<file path="config.mk">
export PLATFORM = sky130hd
export DESIGN_NAME = gcode_word_tokenizer_top
export DESIGN_NICKNAME = d
export VERILOG_FILES = /design/src/hw/rtl/gwt_pkg.sv /design/src/hw/rtl/gwt_queue.sv /design/src/hw/rtl/gwt_front.sv /design/src/hw/rtl/gwt_back.sv /design/src/hw/rtl/gcode_word_tokenizer_top.sv
export SDC_FILE = /design/constraint.sdc
export NUM_CORES = 1
export LEC_CHECK = 0
export BUFFER_PORTS_ARGS = -buffer_cell sky130_fd_sc_hd__buf_2
export CORE_ASPECT_RATIO = 1.1
export CORE_MARGIN = 10
export CORE_UTILIZATION = 40
export DETAILED_ROUTE_END_ITERATION = 12
export GPL_ROUTABILITY_DRIVEN = 0
export MAX_ROUTING_LAYER = met4
export PLACE_DENSITY = 0.56
export SLEW_MARGIN = 20
export SYNTH_ARGS = -nofsm -noshare
export SYNTH_HDL_FRONTEND = slang
export SYNTH_SLANG_ARGS = --single-unit
</file>
<file path="constraint.sdc">
create_clock -name aclk -period 7.7 [get_ports aclk]
set_input_delay 0.385 -clock aclk [delete_from_list [all_inputs] [get_ports aclk]]
set_output_delay 0.385 -clock aclk [all_outputs]
set_load 0.01 [all_outputs]
</file>
<file path="src/hw/rtl/gwt_pkg.sv">
// Shared types, codes and tables of the G-code word tokenizer.
package gwt_pkg;

    localparam int COMMENT_BYTES_DEF = 32;
    localparam int MAX_DIGITS_DEF    = 10;

    localparam int NUM_W       = 34;
    localparam int CLEN_W      = 5;   // comment length, never above 31
    localparam int STORE_DEPTH = 32;
    localparam int QUEUE_DEPTH = 4;   // power of two
    localparam int FRAC_PLACES = 10;

    // Character classes
    localparam logic [4:0] CL_ARG     = 5'h01;
    localparam logic [4:0] CL_DIGIT   = 5'h02;
    localparam logic [4:0] CL_NEWLINE = 5'h04;
    localparam logic [4:0] CL_TEXT    = 5'h08;
    localparam logic [4:0] CL_SPACE   = 5'h10;

    // Result kinds
    localparam logic [2:0] K_WORD  = 3'd0;
    localparam logic [2:0] K_CBYTE = 3'd1;
    localparam logic [2:0] K_EMPTY = 3'd2;
    localparam logic [2:0] K_LINE  = 3'd3;
    localparam logic [2:0] K_ERROR = 3'd4;

    typedef logic [2:0] aop_t;
    typedef logic [1:0] bop_t;

    // First action of a queued item
    localparam aop_t A_NONE  = 3'd0;
    localparam aop_t A_WORD  = 3'd1;
    localparam aop_t A_ERROR = 3'd2;
    localparam aop_t A_FLUSH = 3'd3;
    localparam aop_t A_STORE = 3'd4;

    // Second action of a queued item
    localparam bop_t B_NONE  = 2'd0;
    localparam bop_t B_LINE  = 2'd1;
    localparam bop_t B_ERROR = 2'd2;

    typedef struct packed {
        aop_t              a_op;
        bop_t              b_op;
        logic [7:0]        letter;
        logic              has_num;
        logic              neg;
        logic [NUM_W-1:0]  whole;
        logic [NUM_W-1:0]  frac;
        logic [7:0]        cbyte;
        logic [CLEN_W-1:0] cidx;    // store index, or length for a flush
    } cmd_t;

    function automatic logic [4:0] char_class(input logic [7:0] b);
        logic [4:0] c;
        unique case (b) inside
            8'h09, 8'h20:                         c = CL_TEXT | CL_SPACE;
            8'h0A, 8'h0D:                         c = CL_NEWLINE;
            8'h21, [8'h23:8'h26], [8'h2B:8'h2F]:  c = CL_TEXT;
            8'h2A:                                c = CL_TEXT | CL_ARG;
            [8'h30:8'h39]:                        c = CL_TEXT | CL_DIGIT;
            [8'h3A:8'h40], 8'h4F, [8'h55:8'h57]:  c = CL_TEXT;
            [8'h5B:8'h60], 8'h65, 8'h6F:          c = CL_TEXT;
            [8'h75:8'h77], [8'h7B:8'h7E]:         c = CL_TEXT;
            [8'h41:8'h4E], [8'h50:8'h54]:         c = CL_TEXT | CL_ARG;
            [8'h58:8'h5A], [8'h61:8'h64]:         c = CL_TEXT | CL_ARG;
            [8'h66:8'h6E], [8'h70:8'h74]:         c = CL_TEXT | CL_ARG;
            [8'h78:8'h7A]:                        c = CL_TEXT | CL_ARG;
            default:                              c = 5'h00;
        endcase
        return c;
    endfunction

    // Weight of the n-th fraction digit, in units of ten to the minus ten
    function automatic logic [NUM_W-1:0] frac_weight(input logic [3:0] n);
        logic [NUM_W-1:0] w;
        unique case (n)
            4'd1:    w = 34'd1000000000;
            4'd2:    w = 34'd100000000;
            4'd3:    w = 34'd10000000;
            4'd4:    w = 34'd1000000;
            4'd5:    w = 34'd100000;
            4'd6:    w = 34'd10000;
            4'd7:    w = 34'd1000;
            4'd8:    w = 34'd100;
            4'd9:    w = 34'd10;
            4'd10:   w = 34'd1;
            default: w = 34'd0;
        endcase
        return w;
    endfunction

endpackage

</file>
<file path="src/hw/rtl/gwt_queue.sv">
// Short command queue between the tokenizer front and the result back end.
module gwt_queue
    import gwt_pkg::*;
(
    input  logic aclk,
    input  logic aresetn,
    input  logic push,
    input  cmd_t push_cmd,
    output logic full,
    input  logic pop,
    output logic head_valid,
    output cmd_t head_cmd
);

    localparam int PTR_W = $clog2(QUEUE_DEPTH);
    localparam int CNT_W = $clog2(QUEUE_DEPTH + 1);

    cmd_t             slot_reg [QUEUE_DEPTH];
    logic [PTR_W-1:0] wr_ptr_reg, wr_ptr_next;
    logic [PTR_W-1:0] rd_ptr_reg, rd_ptr_next;
    logic [CNT_W-1:0] count_reg, count_next;
    logic             do_push, do_pop;

    assign full       = (count_reg == CNT_W'(QUEUE_DEPTH));
    assign head_valid = (count_reg != '0);
    assign head_cmd   = slot_reg[rd_ptr_reg];
    assign do_push    = push && !full;
    assign do_pop     = pop && head_valid;

    always_comb begin
        wr_ptr_next = do_push ? wr_ptr_reg + 1'b1 : wr_ptr_reg;
        rd_ptr_next = do_pop ? rd_ptr_reg + 1'b1 : rd_ptr_reg;
        count_next  = count_reg;
        if (do_push && !do_pop) begin
            count_next = count_reg + 1'b1;
        end else if (do_pop && !do_push) begin
            count_next = count_reg - 1'b1;
        end
    end

    always_ff @(posedge aclk) begin
        if (!aresetn) begin
            wr_ptr_reg <= '0;
            rd_ptr_reg <= '0;
            count_reg  <= '0;
        end else begin
            wr_ptr_reg <= wr_ptr_next;
            rd_ptr_reg <= rd_ptr_next;
            count_reg  <= count_next;
        end
    end

    always_ff @(posedge aclk) begin
        if (do_push) begin
            slot_reg[wr_ptr_reg] <= push_cmd;
        end
    end

endmodule

</file>
<file path="src/hw/rtl/gwt_front.sv">
// Tokenizer front: classifies each text byte and queues the actions it causes.
module gwt_front
    import gwt_pkg::*;
#(
    parameter int COMMENT_BYTES = COMMENT_BYTES_DEF,
    parameter int MAX_DIGITS    = MAX_DIGITS_DEF
) (
    input  logic       aclk,
    input  logic       aresetn,
    input  logic       s_valid,
    output logic       s_ready,
    input  logic [7:0] s_text_byte,
    input  logic       q_full,
    output logic       q_push,
    output cmd_t       q_cmd
);

    localparam int TEXT_LIMIT = ((COMMENT_BYTES - 1) < 31) ? (COMMENT_BYTES - 1) : 31;
    localparam int CNT_W      = $clog2(MAX_DIGITS + 1);

    localparam logic [2:0] PH_IDLE   = 3'd0;
    localparam logic [2:0] PH_LETTER = 3'd1;
    localparam logic [2:0] PH_SIGN   = 3'd2;
    localparam logic [2:0] PH_WHOLE  = 3'd3;
    localparam logic [2:0] PH_DOT    = 3'd4;
    localparam logic [2:0] PH_INLINE = 3'd5;
    localparam logic [2:0] PH_ENDING = 3'd6;

    logic [2:0]        phase_reg, phase_next;
    logic [7:0]        letter_reg, letter_next;
    logic              minus_reg, minus_next;
    logic              num_reg, num_next;
    logic [NUM_W-1:0]  whole_reg, whole_next;
    logic [NUM_W-1:0]  frac_reg, frac_next;
    logic [CNT_W-1:0]  wcnt_reg, wcnt_next;
    logic [CNT_W-1:0]  fcnt_reg, fcnt_next;
    logic [CLEN_W-1:0] clen_reg, clen_next;
    logic              run_reg, run_next;

    logic [7:0]        b;
    logic [4:0]        cls;
    logic              is_nl, is_digit;
    logic [3:0]        digit;
    logic [CNT_W-1:0]  fcnt_inc;
    logic [NUM_W-1:0]  frac_add;
    logic              again, run_cur;
    aop_t              a_op;
    bop_t              b_op;
    logic              accept;

    assign b        = s_text_byte;
    assign cls      = char_class(b);
    assign is_nl    = (cls & CL_NEWLINE) != '0;
    assign is_digit = (cls & CL_DIGIT) != '0;
    assign digit    = is_digit ? 4'(b - 8'h30) : 4'd0;
    assign fcnt_inc = fcnt_reg + 1'b1;
    assign accept   = s_valid && s_ready;
    assign s_ready  = !q_full;

    // Weight lookup only matters while the digit index stays within ten places
    assign frac_add = (FRAC_PLACES >= int'(fcnt_inc))
                      ? NUM_W'(digit * frac_weight(4'(fcnt_inc))) : '0;

    always_comb begin
        phase_next  = phase_reg;
        letter_next = letter_reg;
        minus_next  = minus_reg;
        num_next    = num_reg;
        whole_next  = whole_reg;
        frac_next   = frac_reg;
        wcnt_next   = wcnt_reg;
        fcnt_next   = fcnt_reg;
        clen_next   = clen_reg;
        run_cur     = run_reg;
        again       = 1'b0;
        a_op        = A_NONE;
        b_op        = B_NONE;

        if (!is_nl && phase_reg != PH_IDLE) begin
            run_cur = 1'b0;
        end
        run_next = run_cur;

        unique case (phase_reg)
            PH_LETTER, PH_SIGN: begin
                if (phase_reg == PH_LETTER && (b == 8'h2B || b == 8'h2D)) begin
                    minus_next = (b == 8'h2D);
                    phase_next = PH_SIGN;
                end else if (is_digit) begin
                    whole_next = (whole_reg << 3) + (whole_reg << 1) + NUM_W'(digit);
                    wcnt_next  = wcnt_reg + 1'b1;
                    num_next   = 1'b1;
                    phase_next = PH_WHOLE;
                end else if (b == 8'h2E) begin
                    phase_next = PH_DOT;
                end else begin
                    a_op  = (phase_reg == PH_LETTER) ? A_WORD : A_ERROR;
                    again = 1'b1;
                end
            end
            PH_WHOLE, PH_DOT: begin
                if (is_digit) begin
                    if (((phase_reg == PH_WHOLE) ? wcnt_reg : fcnt_reg)
                            >= CNT_W'(MAX_DIGITS)) begin
                        // drop the digit
                        a_op       = A_ERROR;
                        phase_next = PH_IDLE;
                    end else if (phase_reg == PH_WHOLE) begin
                        whole_next = (whole_reg << 3) + (whole_reg << 1) + NUM_W'(digit);
                        wcnt_next  = wcnt_reg + 1'b1;
                        num_next   = 1'b1;
                    end else begin
                        frac_next = frac_reg + frac_add;
                        fcnt_next = fcnt_inc;
                        num_next  = 1'b1;
                    end
                end else if (phase_reg == PH_WHOLE && b == 8'h2E) begin
                    phase_next = PH_DOT;
                end else begin
                    a_op  = num_reg ? A_WORD : A_ERROR;
                    again = 1'b1;
                end
            end
            PH_INLINE, PH_ENDING: begin
                if (phase_reg == PH_INLINE && b == 8'h29) begin
                    a_op       = A_FLUSH;
                    phase_next = PH_IDLE;
                end else if (phase_reg == PH_ENDING && is_nl) begin
                    a_op  = A_FLUSH;
                    again = 1'b1;
                end else if ((cls & CL_TEXT) != '0) begin
                    if (clen_reg >= CLEN_W'(TEXT_LIMIT)) begin
                        a_op       = A_ERROR;
                        phase_next = PH_IDLE;
                    end else begin
                        a_op      = A_STORE;
                        clen_next = clen_reg + 1'b1;
                    end
                end else begin
                    a_op  = A_ERROR;
                    again = 1'b1;
                end
            end
            default: begin
                again = 1'b1;
            end
        endcase

        // Handle the byte as if between tokens
        if (again) begin
            phase_next = PH_IDLE;
            if (is_nl) begin
                run_next = 1'b1;
                b_op     = run_cur ? B_NONE : B_LINE;
            end else begin
                run_next = 1'b0;
                if (b == 8'h00) begin
                    b_op = run_cur ? B_NONE : B_LINE;
                end else if ((cls & CL_ARG) != '0) begin
                    letter_next = b;
                    minus_next  = 1'b0;
                    num_next    = 1'b0;
                    whole_next  = '0;
                    frac_next   = '0;
                    wcnt_next   = '0;
                    fcnt_next   = '0;
                    phase_next  = PH_LETTER;
                end else if (b == 8'h28 || b == 8'h3B) begin
                    clen_next  = '0;
                    phase_next = (b == 8'h28) ? PH_INLINE : PH_ENDING;
                end else if ((cls & CL_SPACE) == '0) begin
                    b_op = B_ERROR;
                end
            end
        end
    end

    always_comb begin
        q_push        = accept && (a_op != A_NONE || b_op != B_NONE);
        q_cmd.a_op    = a_op;
        q_cmd.b_op    = b_op;
        q_cmd.letter  = letter_reg;
        q_cmd.has_num = num_reg;
        q_cmd.neg     = num_reg && minus_reg;
        q_cmd.whole   = num_reg ? whole_reg : '0;
        q_cmd.frac    = num_reg ? frac_reg : '0;
        q_cmd.cbyte   = b;
        q_cmd.cidx    = clen_reg;
    end

    always_ff @(posedge aclk) begin
        if (!aresetn) begin
            phase_reg  <= PH_IDLE;
            letter_reg <= '0;
            minus_reg  <= 1'b0;
            num_reg    <= 1'b0;
            whole_reg  <= '0;
            frac_reg   <= '0;
            wcnt_reg   <= '0;
            fcnt_reg   <= '0;
            clen_reg   <= '0;
            run_reg    <= 1'b0;
        end else if (accept) begin
            phase_reg  <= phase_next;
            letter_reg <= letter_next;
            minus_reg  <= minus_next;
            num_reg    <= num_next;
            whole_reg  <= whole_next;
            frac_reg   <= frac_next;
            wcnt_reg   <= wcnt_next;
            fcnt_reg   <= fcnt_next;
            clen_reg   <= clen_next;
            run_reg    <= run_next;
        end
    end

endmodule

</file>
<file path="src/hw/rtl/gwt_back.sv">
// Result back end: executes queued actions, holds the comment store, drives results.
module gwt_back
    import gwt_pkg::*;
(
    input  logic             aclk,
    input  logic             aresetn,
    input  logic             q_valid,
    input  cmd_t             q_head,
    output logic             q_pop,
    output logic             m_valid,
    input  logic             m_ready,
    output logic [2:0]       m_kind,
    output logic [7:0]       m_word_letter,
    output logic             m_has_number,
    output logic             m_is_negative,
    output logic [NUM_W-1:0] m_whole_part,
    output logic [NUM_W-1:0] m_fraction_part,
    output logic [7:0]       m_comment_byte,
    output logic             m_last
);

    logic [7:0]        store_mem [STORE_DEPTH];

    logic              step_reg, step_next;
    logic [CLEN_W-1:0] idx_reg, idx_next;

    logic              m_valid_reg;
    logic [2:0]        m_kind_reg;
    logic [7:0]        m_letter_reg;
    logic              m_has_number_reg;
    logic              m_is_negative_reg;
    logic [NUM_W-1:0]  m_whole_reg;
    logic [NUM_W-1:0]  m_frac_reg;
    logic [7:0]        m_cbyte_reg;
    logic              m_last_reg;

    logic              out_free, in_b, b_empty, done;
    logic              emit, emit_word, emit_cbyte, mem_wr;
    logic [2:0]        kind;
    logic              last;

    assign out_free = !m_valid_reg || m_ready;
    assign in_b     = step_reg || (q_head.a_op == A_NONE);
    assign b_empty  = (q_head.b_op == B_NONE);

    always_comb begin
        step_next  = step_reg;
        idx_next   = idx_reg;
        q_pop      = 1'b0;
        emit       = 1'b0;
        emit_word  = 1'b0;
        emit_cbyte = 1'b0;
        mem_wr     = 1'b0;
        kind       = K_ERROR;
        last       = 1'b0;
        done       = 1'b0;

        if (q_valid) begin
            if (!in_b) begin
                unique case (q_head.a_op)
                    A_STORE: begin
                        mem_wr = 1'b1;
                        done   = 1'b1;
                    end
                    A_WORD, A_ERROR: begin
                        if (out_free) begin
                            emit      = 1'b1;
                            emit_word = (q_head.a_op == A_WORD);
                            kind      = (q_head.a_op == A_WORD) ? K_WORD : K_ERROR;
                            last      = b_empty;
                            done      = 1'b1;
                        end
                    end
                    A_FLUSH: begin
                        if (out_free) begin
                            emit = 1'b1;
                            if (q_head.cidx == '0) begin
                                kind = K_EMPTY;
                                done = 1'b1;
                            end else begin
                                kind       = K_CBYTE;
                                emit_cbyte = 1'b1;
                                done       = (idx_reg == q_head.cidx - 1'b1);
                                idx_next   = idx_reg + 1'b1;
                            end
                            last = done && b_empty;
                        end
                    end
                    default: begin
                        done = 1'b1;
                    end
                endcase
                // advance to the second action, or retire the item
                if (done) begin
                    idx_next = '0;
                    if (b_empty) begin
                        q_pop = 1'b1;
                    end else begin
                        step_next = 1'b1;
                    end
                end
            end else if (b_empty) begin
                q_pop     = 1'b1;
                step_next = 1'b0;
            end else if (out_free) begin
                emit      = 1'b1;
                kind      = (q_head.b_op == B_LINE) ? K_LINE : K_ERROR;
                last      = 1'b1;
                q_pop     = 1'b1;
                step_next = 1'b0;
            end
        end
    end

    always_ff @(posedge aclk) begin
        if (!aresetn) begin
            step_reg    <= 1'b0;
            idx_reg     <= '0;
            m_valid_reg <= 1'b0;
        end else begin
            step_reg <= step_next;
            idx_reg  <= idx_next;
            if (emit) begin
                m_valid_reg <= 1'b1;
            end else if (m_ready) begin
                m_valid_reg <= 1'b0;
            end
        end
    end

    // Comment store: written by store actions, read during a flush
    always_ff @(posedge aclk) begin
        if (mem_wr) begin
            store_mem[q_head.cidx] <= q_head.cbyte;
        end
        if (emit) begin
            m_cbyte_reg <= emit_cbyte ? store_mem[idx_reg] : 8'h00;
        end
    end

    always_ff @(posedge aclk) begin
        if (emit) begin
            m_kind_reg        <= kind;
            m_letter_reg      <= emit_word ? q_head.letter : 8'h00;
            m_has_number_reg  <= emit_word && q_head.has_num;
            m_is_negative_reg <= emit_word && q_head.neg;
            m_whole_reg       <= emit_word ? q_head.whole : '0;
            m_frac_reg        <= emit_word ? q_head.frac : '0;
            m_last_reg        <= last;
        end
    end

    assign m_valid         = m_valid_reg;
    assign m_kind          = m_kind_reg;
    assign m_word_letter   = m_letter_reg;
    assign m_has_number    = m_has_number_reg;
    assign m_is_negative   = m_is_negative_reg;
    assign m_whole_part    = m_whole_reg;
    assign m_fraction_part = m_frac_reg;
    assign m_comment_byte  = m_cbyte_reg;
    assign m_last          = m_last_reg;

endmodule

</file>
<file path="src/hw/rtl/gcode_word_tokenizer_top.sv">
// Top level of the G-code word tokenizer.
//
// Input channel (s_*): one text byte per item, valid/ready. A zero byte marks end of text.
// Result channel (m_*): one result per item: argument word, comment byte, empty comment,
// line end or error; m_last marks the final result caused by one input byte.
// Fields that do not belong to a result's kind read as zero.
//
// A taken byte's actions pass through the command queue, and its results through the result register.
// The front takes one byte per cycle while the queue has room. A byte can cause two results;
// a closed comment is sent one byte per cycle from the comment store while the receiver is
// ready. The four-entry command queue between the front and the back end absorbs these
// bursts; once it fills, s_ready drops until the back end drains.
//
// When the receiver stalls, the result register holds its item and the back end stops at
// its next result; the front keeps taking bytes until the queue is full.
// Reset (aresetn low, synchronous) returns to between tokens, empties the queue and
// drops any pending result. The comment store needs no clearing.
module gcode_word_tokenizer_top
    import gwt_pkg::*;
#(
    parameter int COMMENT_BYTES = COMMENT_BYTES_DEF,
    parameter int MAX_DIGITS    = MAX_DIGITS_DEF
) (
    input  logic             aclk,
    input  logic             aresetn,
    input  logic             s_valid,
    output logic             s_ready,
    input  logic [7:0]       s_text_byte,
    output logic             m_valid,
    input  logic             m_ready,
    output logic [2:0]       m_kind,
    output logic [7:0]       m_word_letter,
    output logic             m_has_number,
    output logic             m_is_negative,
    output logic [NUM_W-1:0] m_whole_part,
    output logic [NUM_W-1:0] m_fraction_part,
    output logic [7:0]       m_comment_byte,
    output logic             m_last
);

    logic q_push, q_full, q_pop, q_valid;
    cmd_t q_cmd, q_head;

    gwt_front #(
        .COMMENT_BYTES (COMMENT_BYTES),
        .MAX_DIGITS    (MAX_DIGITS)
    ) u_front (
        .aclk        (aclk),
        .aresetn     (aresetn),
        .s_valid     (s_valid),
        .s_ready     (s_ready),
        .s_text_byte (s_text_byte),
        .q_full      (q_full),
        .q_push      (q_push),
        .q_cmd       (q_cmd)
    );

    gwt_queue u_queue (
        .aclk       (aclk),
        .aresetn    (aresetn),
        .push       (q_push),
        .push_cmd   (q_cmd),
        .full       (q_full),
        .pop        (q_pop),
        .head_valid (q_valid),
        .head_cmd   (q_head)
    );

    gwt_back u_back (
        .aclk            (aclk),
        .aresetn         (aresetn),
        .q_valid         (q_valid),
        .q_head          (q_head),
        .q_pop           (q_pop),
        .m_valid         (m_valid),
        .m_ready         (m_ready),
        .m_kind          (m_kind),
        .m_word_letter   (m_word_letter),
        .m_has_number    (m_has_number),
        .m_is_negative   (m_is_negative),
        .m_whole_part    (m_whole_part),
        .m_fraction_part (m_fraction_part),
        .m_comment_byte  (m_comment_byte),
        .m_last          (m_last)
    );

endmodule

</file>
-- Word level (Yosys, flattened, before mapping)
Memory sizes are Yosys's and may differ from the RTL's. A register that Yosys moved wholly into a read port is not among the register bits.
Cells that the tools add are included.
- order comparisons: 33
- bitwise gates (word level): 3
- mux-type cells: 179
- equal/unequal tests: 37
- $mul: 1
- add/sub/neg operators: 13
- reduce and logical (&&, ||, !) cells: 69
- operators by type and width (cell ; number):
    34-bit two-way mux ; 20
    3-bit two-way mux ; 33
    8-bit by 7-bit less-or-equal comparator with 1-bit output, second input constant ; 12
    8-bit by 7-bit >= comparator with 1-bit output, second input constant ; 11
    4-bit two-way mux ; 19
    8-bit by 6-bit == test with 1-bit output, second input constant ; 9
    1-bit two-way mux ; 70
    5-bit two-way mux ; 14
    34-bit adder ; 2
    34-bit case mux with 2 select lines ; 1
    34-bit by 4-bit adder with 34-bit output ; 1
    4-bit by 34-bit multiplier with 34-bit output ; 1
    8-bit by 6-bit >= comparator with 1-bit output, second input constant ; 4
    1-bit logical AND ; 30
    2-bit two-way mux ; 13
    5-bit case mux with 5 select lines ; 1
    8-bit by 4-bit == test with 1-bit output, second input constant ; 3
    8-bit by 7-bit == test with 1-bit output, second input constant ; 3
    8-bit by 6-bit less-or-equal comparator with 1-bit output, second input constant ; 3
    3-bit case mux with 3 select lines ; 2
    3-bit == test, second input constant ; 5
    3-bit by 2-bit == test with 1-bit output, second input constant ; 4
    4-bit by 1-bit != test with 1-bit output, second input constant ; 3
    2-bit nonzero test ; 6
    other kinds (39) ; 65
- word-level logic and storage cells: 361
- register bits after elaboration: 191
- bits in writable memories: 640
- input bits: 12
- memories kept: 3
- output and inout port bits: 92
- memory bits (read-only): 480
- memories (memory ; depth ; bits a word ; rd ports ; clocked after Yosys merged registers in ; wr ports ; line ; text):
    (no name shown) ; 16 ; 30 ; 1 ; 0 ; 0 ; gwt_pkg.sv:77 ; unique case (n)
    u_queue.slot_reg ; 4 ; 96 ; 1 ; 1 ; 1 ; gwt_queue.sv:18 ; cmd_t slot_reg [QUEUE_DEPTH];
    u_back.store_mem ; 32 ; 8 ; 1 ; 1 ; 1 ; gwt_back.sv:22 ; logic [7:0] store_mem [STORE_DEPTH];

-- Depth between registers and ports, before layout
- depth in word-level cells: 19
- mapped depth: 34
- gate-level depth less buffers: 31

-- Hierarchy
Synthesis repeated with hierarchy kept, for this count alone.
- cell total of the unflattened synthesis: 2921
- area, all modules: 40772.9 µm²
- by module, submodules not included (module ; times used ; cells each ; sequential area each (µm²) ; area each (µm²)):
    gwt_queue ; 1 ; 550 ; 11711.2 ; 14316.2
    gwt_back ; 1 ; 716 ; 10530.1 ; 13949.6
    gwt_front ; 1 ; 1655 ; 1901.8 ; 12507.0

-- Worst setup path before layout
OpenSTA, ideal clock, no wires.
- kind: reg2reg
- start point: reg with a tool-made name
- end point: reg u_back.m_cbyte_reg[0], in the netlist u_back.m_comment_byte[0] (read register of u_back.store_mem) (enable)
- slack: -0.425 ns
- required time: 7.051 ns
- cell stages (with the launch flop): 7
- library setup time: 0.649 ns
- period minus slack after synthesis: 8.125 ns
- buffers on the path: 2
- data arrival time: 7.476 ns
- cells stage by stage: dfxtp_1 buf_2 buf_4 mux4_2 inv_1 nor2_1 nor3_1
- RTL lines (item ; line ; text):
    to (decl) ; gwt_back.sv:34 ; logic [7:0] m_cbyte_reg;

-- Final worst setup path
- start point: reg u_front.fcnt_reg[0]
- end point: reg u_front.frac_reg[31]
- word-level cells in the longest chain between the ends: 13
- elaborated cells on any way between the ends: 16
- classes of those cells: add/sub: 2; mul: 1; order compare: 2; mux: 10; memory: 1
- RTL lines (item ; line ; text):
    from (decl) ; gwt_front.sv:36 ; logic [CNT_W-1:0] fcnt_reg, fcnt_next;
    from (signal assigned) ; gwt_front.sv:211 ; fcnt_reg <= fcnt_next;
    4-bit by 1-bit adder with 4-bit output ; gwt_front.sv:56 ; assign fcnt_inc = fcnt_reg + 1'b1;
    memory 16 x 30 bit ; n/a ;
    4-bit by 34-bit multiplier with 34-bit output ; gwt_front.sv:62 ; ? NUM_W'(digit * frac_weight(4'(fcnt_inc))) : '0;
    34-bit two-way mux ; gwt_front.sv:62 ;
    34-bit adder ; gwt_front.sv:113 ; frac_next = frac_reg + frac_add;
    34-bit two-way mux ; gwt_front.sv:108 ; end else if (phase_reg == PH_WHOLE) begin
    34-bit two-way mux * ; gwt_front.sv:103 ; if (((phase_reg == PH_WHOLE) ? wcnt_reg : fcnt_reg)
    34-bit two-way mux * ; gwt_front.sv:102 ; if (is_digit) begin
    34-bit two-way mux * ; gwt_front.sv:84 ; unique case (phase_reg)
    34-bit two-way mux ; gwt_front.sv:159 ; end else if ((cls & CL_ARG) != '0) begin
    34-bit two-way mux ; gwt_front.sv:157 ; if (b == 8'h00) begin
    34-bit two-way mux ; gwt_front.sv:152 ; if (is_nl) begin
    34-bit two-way mux * ; gwt_front.sv:150 ; if (again) begin
    to (signal assigned) ; gwt_front.sv:209 ; frac_reg <= frac_next;
    to (decl) ; gwt_front.sv:34 ; logic [NUM_W-1:0] frac_reg, frac_next;
Every way passes the cells marked *; elsewhere a longest branch is shown, timed or not.
A chain may end at the register's enable or synchronous reset.

==> qor.yml <==
start_kind: "flip-flop"
dr.pass1.iters: 5
clock_latency_ns: 0.65
fin_crit_sh_pct: 93.5
finalWirelength_microns: 91600
r2r_setup_slack_ns: 0.50
power_switching_w: 0.00321
synth-seq-cells: 841
startpoint: "u_front.fcnt_reg[0]$_SDFFE_PN0P_"
tightest_slew_ns: 1.06
cp.required_ns: 8.23
hold_buffers: 0
status: "completed"
first_iter_violations: 1763
hold_viol_final: 0
cts_root_buffer: "clkbuf_16"
cts.reportedPaths.clkPinSlew_ns: 0.06
yosysUniqueCellTypes: 87
cpMaxStageDelayCell: "fa_1"
antenna_found_initial: 2
die_w_microns: 323
crit_cells: 32
regArea_sq_um: 24200
mostFrequentLayoutCells: "edfxtp_1, nor2_1, mux4_2"
avgSynthCellArea_sq_um: 14.1
p_comb_share_pct: 17.0
drive_gt1_share_pct: 16.2
start_util_pct: 40.2
syn-cell-area_sq_um: 40500
globalRouteOverflowTotal: 0
slew_viol_final: 0
yosysSeqAreaShare_pct: 59.6
cp_num_buf_inv: 3
power.share.clock_pct: 34.4
hold_path_class: "in -> reg"
switching_share_pct: 26.8
critical_path.max_stage_delay_ns: 0.53
endpoint_kind: "flip-flop"
r2r_start: "u_front.fcnt_reg[0]$_SDFFE_PN0P_"
power.total_w: 0.0120
dp_hpwl_microns: 60900
max_clock_freq_mhz: 139
period_minus_slack_ns: 7.20
synthArstFlopShare_pct: 0
largest_reg_flops: 384
crit_end: "u_front.frac_reg[31]$_SDFFE_PN0P_"
cts_buffer_depth: 3
power_frac_seq_pct: 48.6
p_leak_nw: 16.6
nets: 3215
critPathMaxFanout: 8
drcViolationCount: 0
stdcell_count: 4364
portBuffers: 103
rows: 122
setup_viol: 0
fillCellCount: 8838
cts_tree: "built"
grt_max_degree: 77
synth-main-ff-cell: "edfxtp_1"
grt_usage_pct: 16.5
critical_path_class: "reg -> reg"
critical_path.top_delay_family: "compound AO/OA/AOI/OAI gates"
htreeDepth: 3
antenna_left: 0
coreArea_sq_um: 101000
power_density_nw_per_um2: 264
cts_made_buffers: 86
synthCells: 2868
wl_per_cell_microns: 21.0
grt_pass1_vias: 25200
crit_arrival_ns: 7.73
rr_worst_depth: 32
max_cap_violations: 0
ir_worst_vdd_uv: 165
synth_edf_count: 730
slew_headroom_pct: 28.1
final_util_pct: 45.1
cts.sinks: 841
cpMostUsedCell: "a21oi_1"
reg2reg_to: "u_front.frac_reg[31]$_SDFFE_PN0P_"
hold_depth: 1
layout-area-overhead-vs-synth_pct: 12.1
vias_per_cell: 5.43
p_int_w: 0.00878
multiInputGateArea_sq_um: 15400
final_common_cell: "edfxtp_1"
yosys_warnings: 0
synth_fp_nets: 3095
dieArea_sq_um: 114000
ios: 104
rsz0062_at_grt: "false"
fin_skew_ns: 0.0264
grt_pass1_wl_microns: 145000
dieHeight_microns: 354
dr_total_vias: 23700
dp_cells: 4202
==> through the flow <==
stage / hold WS [ns] / setup slack [ns] / TNS (ns) / cell area, sq um
CTS: 0.0673 / 0.162 / 0 / 45400
global placement: 0.458 / 0.137 / 0 / 42600
finish: 0.114 / 0.497 / 0 / 45400
detailed placement: 0.472 / -0.0607 / -0.107 / 42600
global route: 0.0966 / 0.00277 / 0 / 45400
floorplan: 0.417 / 0.503 / 0 / 40500
==> Yosys cell counts (all sizes together), types with 16 or more instances <==
cell type  count  area share [%]
mux4         176             9.8
a31oi         16            0.25
a21o          51            0.99
o31ai         16            0.33
edfxtp       730              54
buf           28            0.34
mux2i         23            0.57
nor2         205             1.9
dfxtp        111             5.5
nand3         40            0.49
nor3          37            0.46
and2          89             1.4
ha           154             4.8
a21oi        114             1.4
clkbuf        90            0.83
and3          18            0.28
fa            61             3.0
o21ai         91             1.1
nor2b        165             2.5
a22oi         46            0.85
nand2        146             1.4
o21bai        16            0.30
xnor2         60             1.3
xor2          43            0.93
nand2b        30            0.46
inv          148             1.4
==> power groups by stage <==
stage / combinational, W / clock (W) / sequential [W]
after global routing: 0.00222 / 0.00441 / 0.00588
after CTS: 0.00210 / 0.00424 / 0.00584
final: 0.00204 / 0.00413 / 0.00583
after global placement: 0.00205 / 0 / 0.00592
after detailed placement: 0.00210 / 0 / 0.00593
after floorplan: 0.00128 / 0 / 0.00596
==> worst min path at each step <==
stage | from | to | slack (ns)
5_1_grt | s_text_byte[7] | u_queue.slot_reg[3][12]$_DFFE_PP_ | 0.1
2_1_floorplan | u_front.whole_reg[33]$_SDFFE_PN0P_ | u_front.whole_reg[33]$_SDFFE_PN0P_ | 0.42
6_report | s_text_byte[7] | u_queue.slot_reg[3][12]$_DFFE_PP_ | 0.11
3_3_place_gp | u_front.whole_reg[33]$_SDFFE_PN0P_ | u_front.whole_reg[33]$_SDFFE_PN0P_ | 0.46
3_5_place_dp | u_front.frac_reg[30]$_SDFFE_PN0P_ | u_front.frac_reg[30]$_SDFFE_PN0P_ | 0.47
4_1_cts | s_text_byte[7] | u_queue.slot_reg[3][12]$_DFFE_PP_ | 0.07
==> area by class of cell <==
| type | instances | area share, % |
|---|---|---|
| Clock buffer | 117 | 5.06 |
| Antenna cell | 2 | 0.0110 |
| Timing Repair Buffer | 150 | 1.94 |
| Inverter | 148 | 1.22 |
| Clock inverter | 43 | 1.07 |
| Tap cell | 1302 | 3.59 |
| Multi-Input combinational cell | 1761 | 33.9 |
| Sequential cell | 841 | 53.2 |
==> cell families after synthesis <==
group	count (synthesis)	synth area share [%]
adder cells (fa/ha/maj)	216	7.80
XOR/XNOR	103	2.23
flip-flops	841	59.6
AND/OR/NAND/NOR	792	10.0
AO/OA/AOI/OAI	451	7.41
buffers and inverters	266	2.54
multiplexers	199	10.4
==> worst reg2reg max path, delay by kind of cell, from the launching register on <==
kind	cells	cell delay, ns
adders and majority gates	5	2.05
and+or+nand+nor	8	1.35
AOI/OAI and AO/OA	13	2.55
buffers and inverters	3	0.27
DFF	1	0.49
xor gates and xnor gates	3	0.42
==> repair_timing <==
item	in CTS	in global routing
endpoints found under the setup margin	6	11
cloned	0	0
buffers inserted	0	0
resized for setup	1	7
==> layer usage <==
layer  vias to the layer above  part of all wire (%)  track usage [%]
met5                         -                     0                -
met4                         0                   3.0             5.65
met3                       137                   3.8             1.81
met2                       458                    51             28.3
met1                     12100                    42             20.1
li1                      11000                     -                -
No activity file was read; power rests on OpenSTA's default activity.
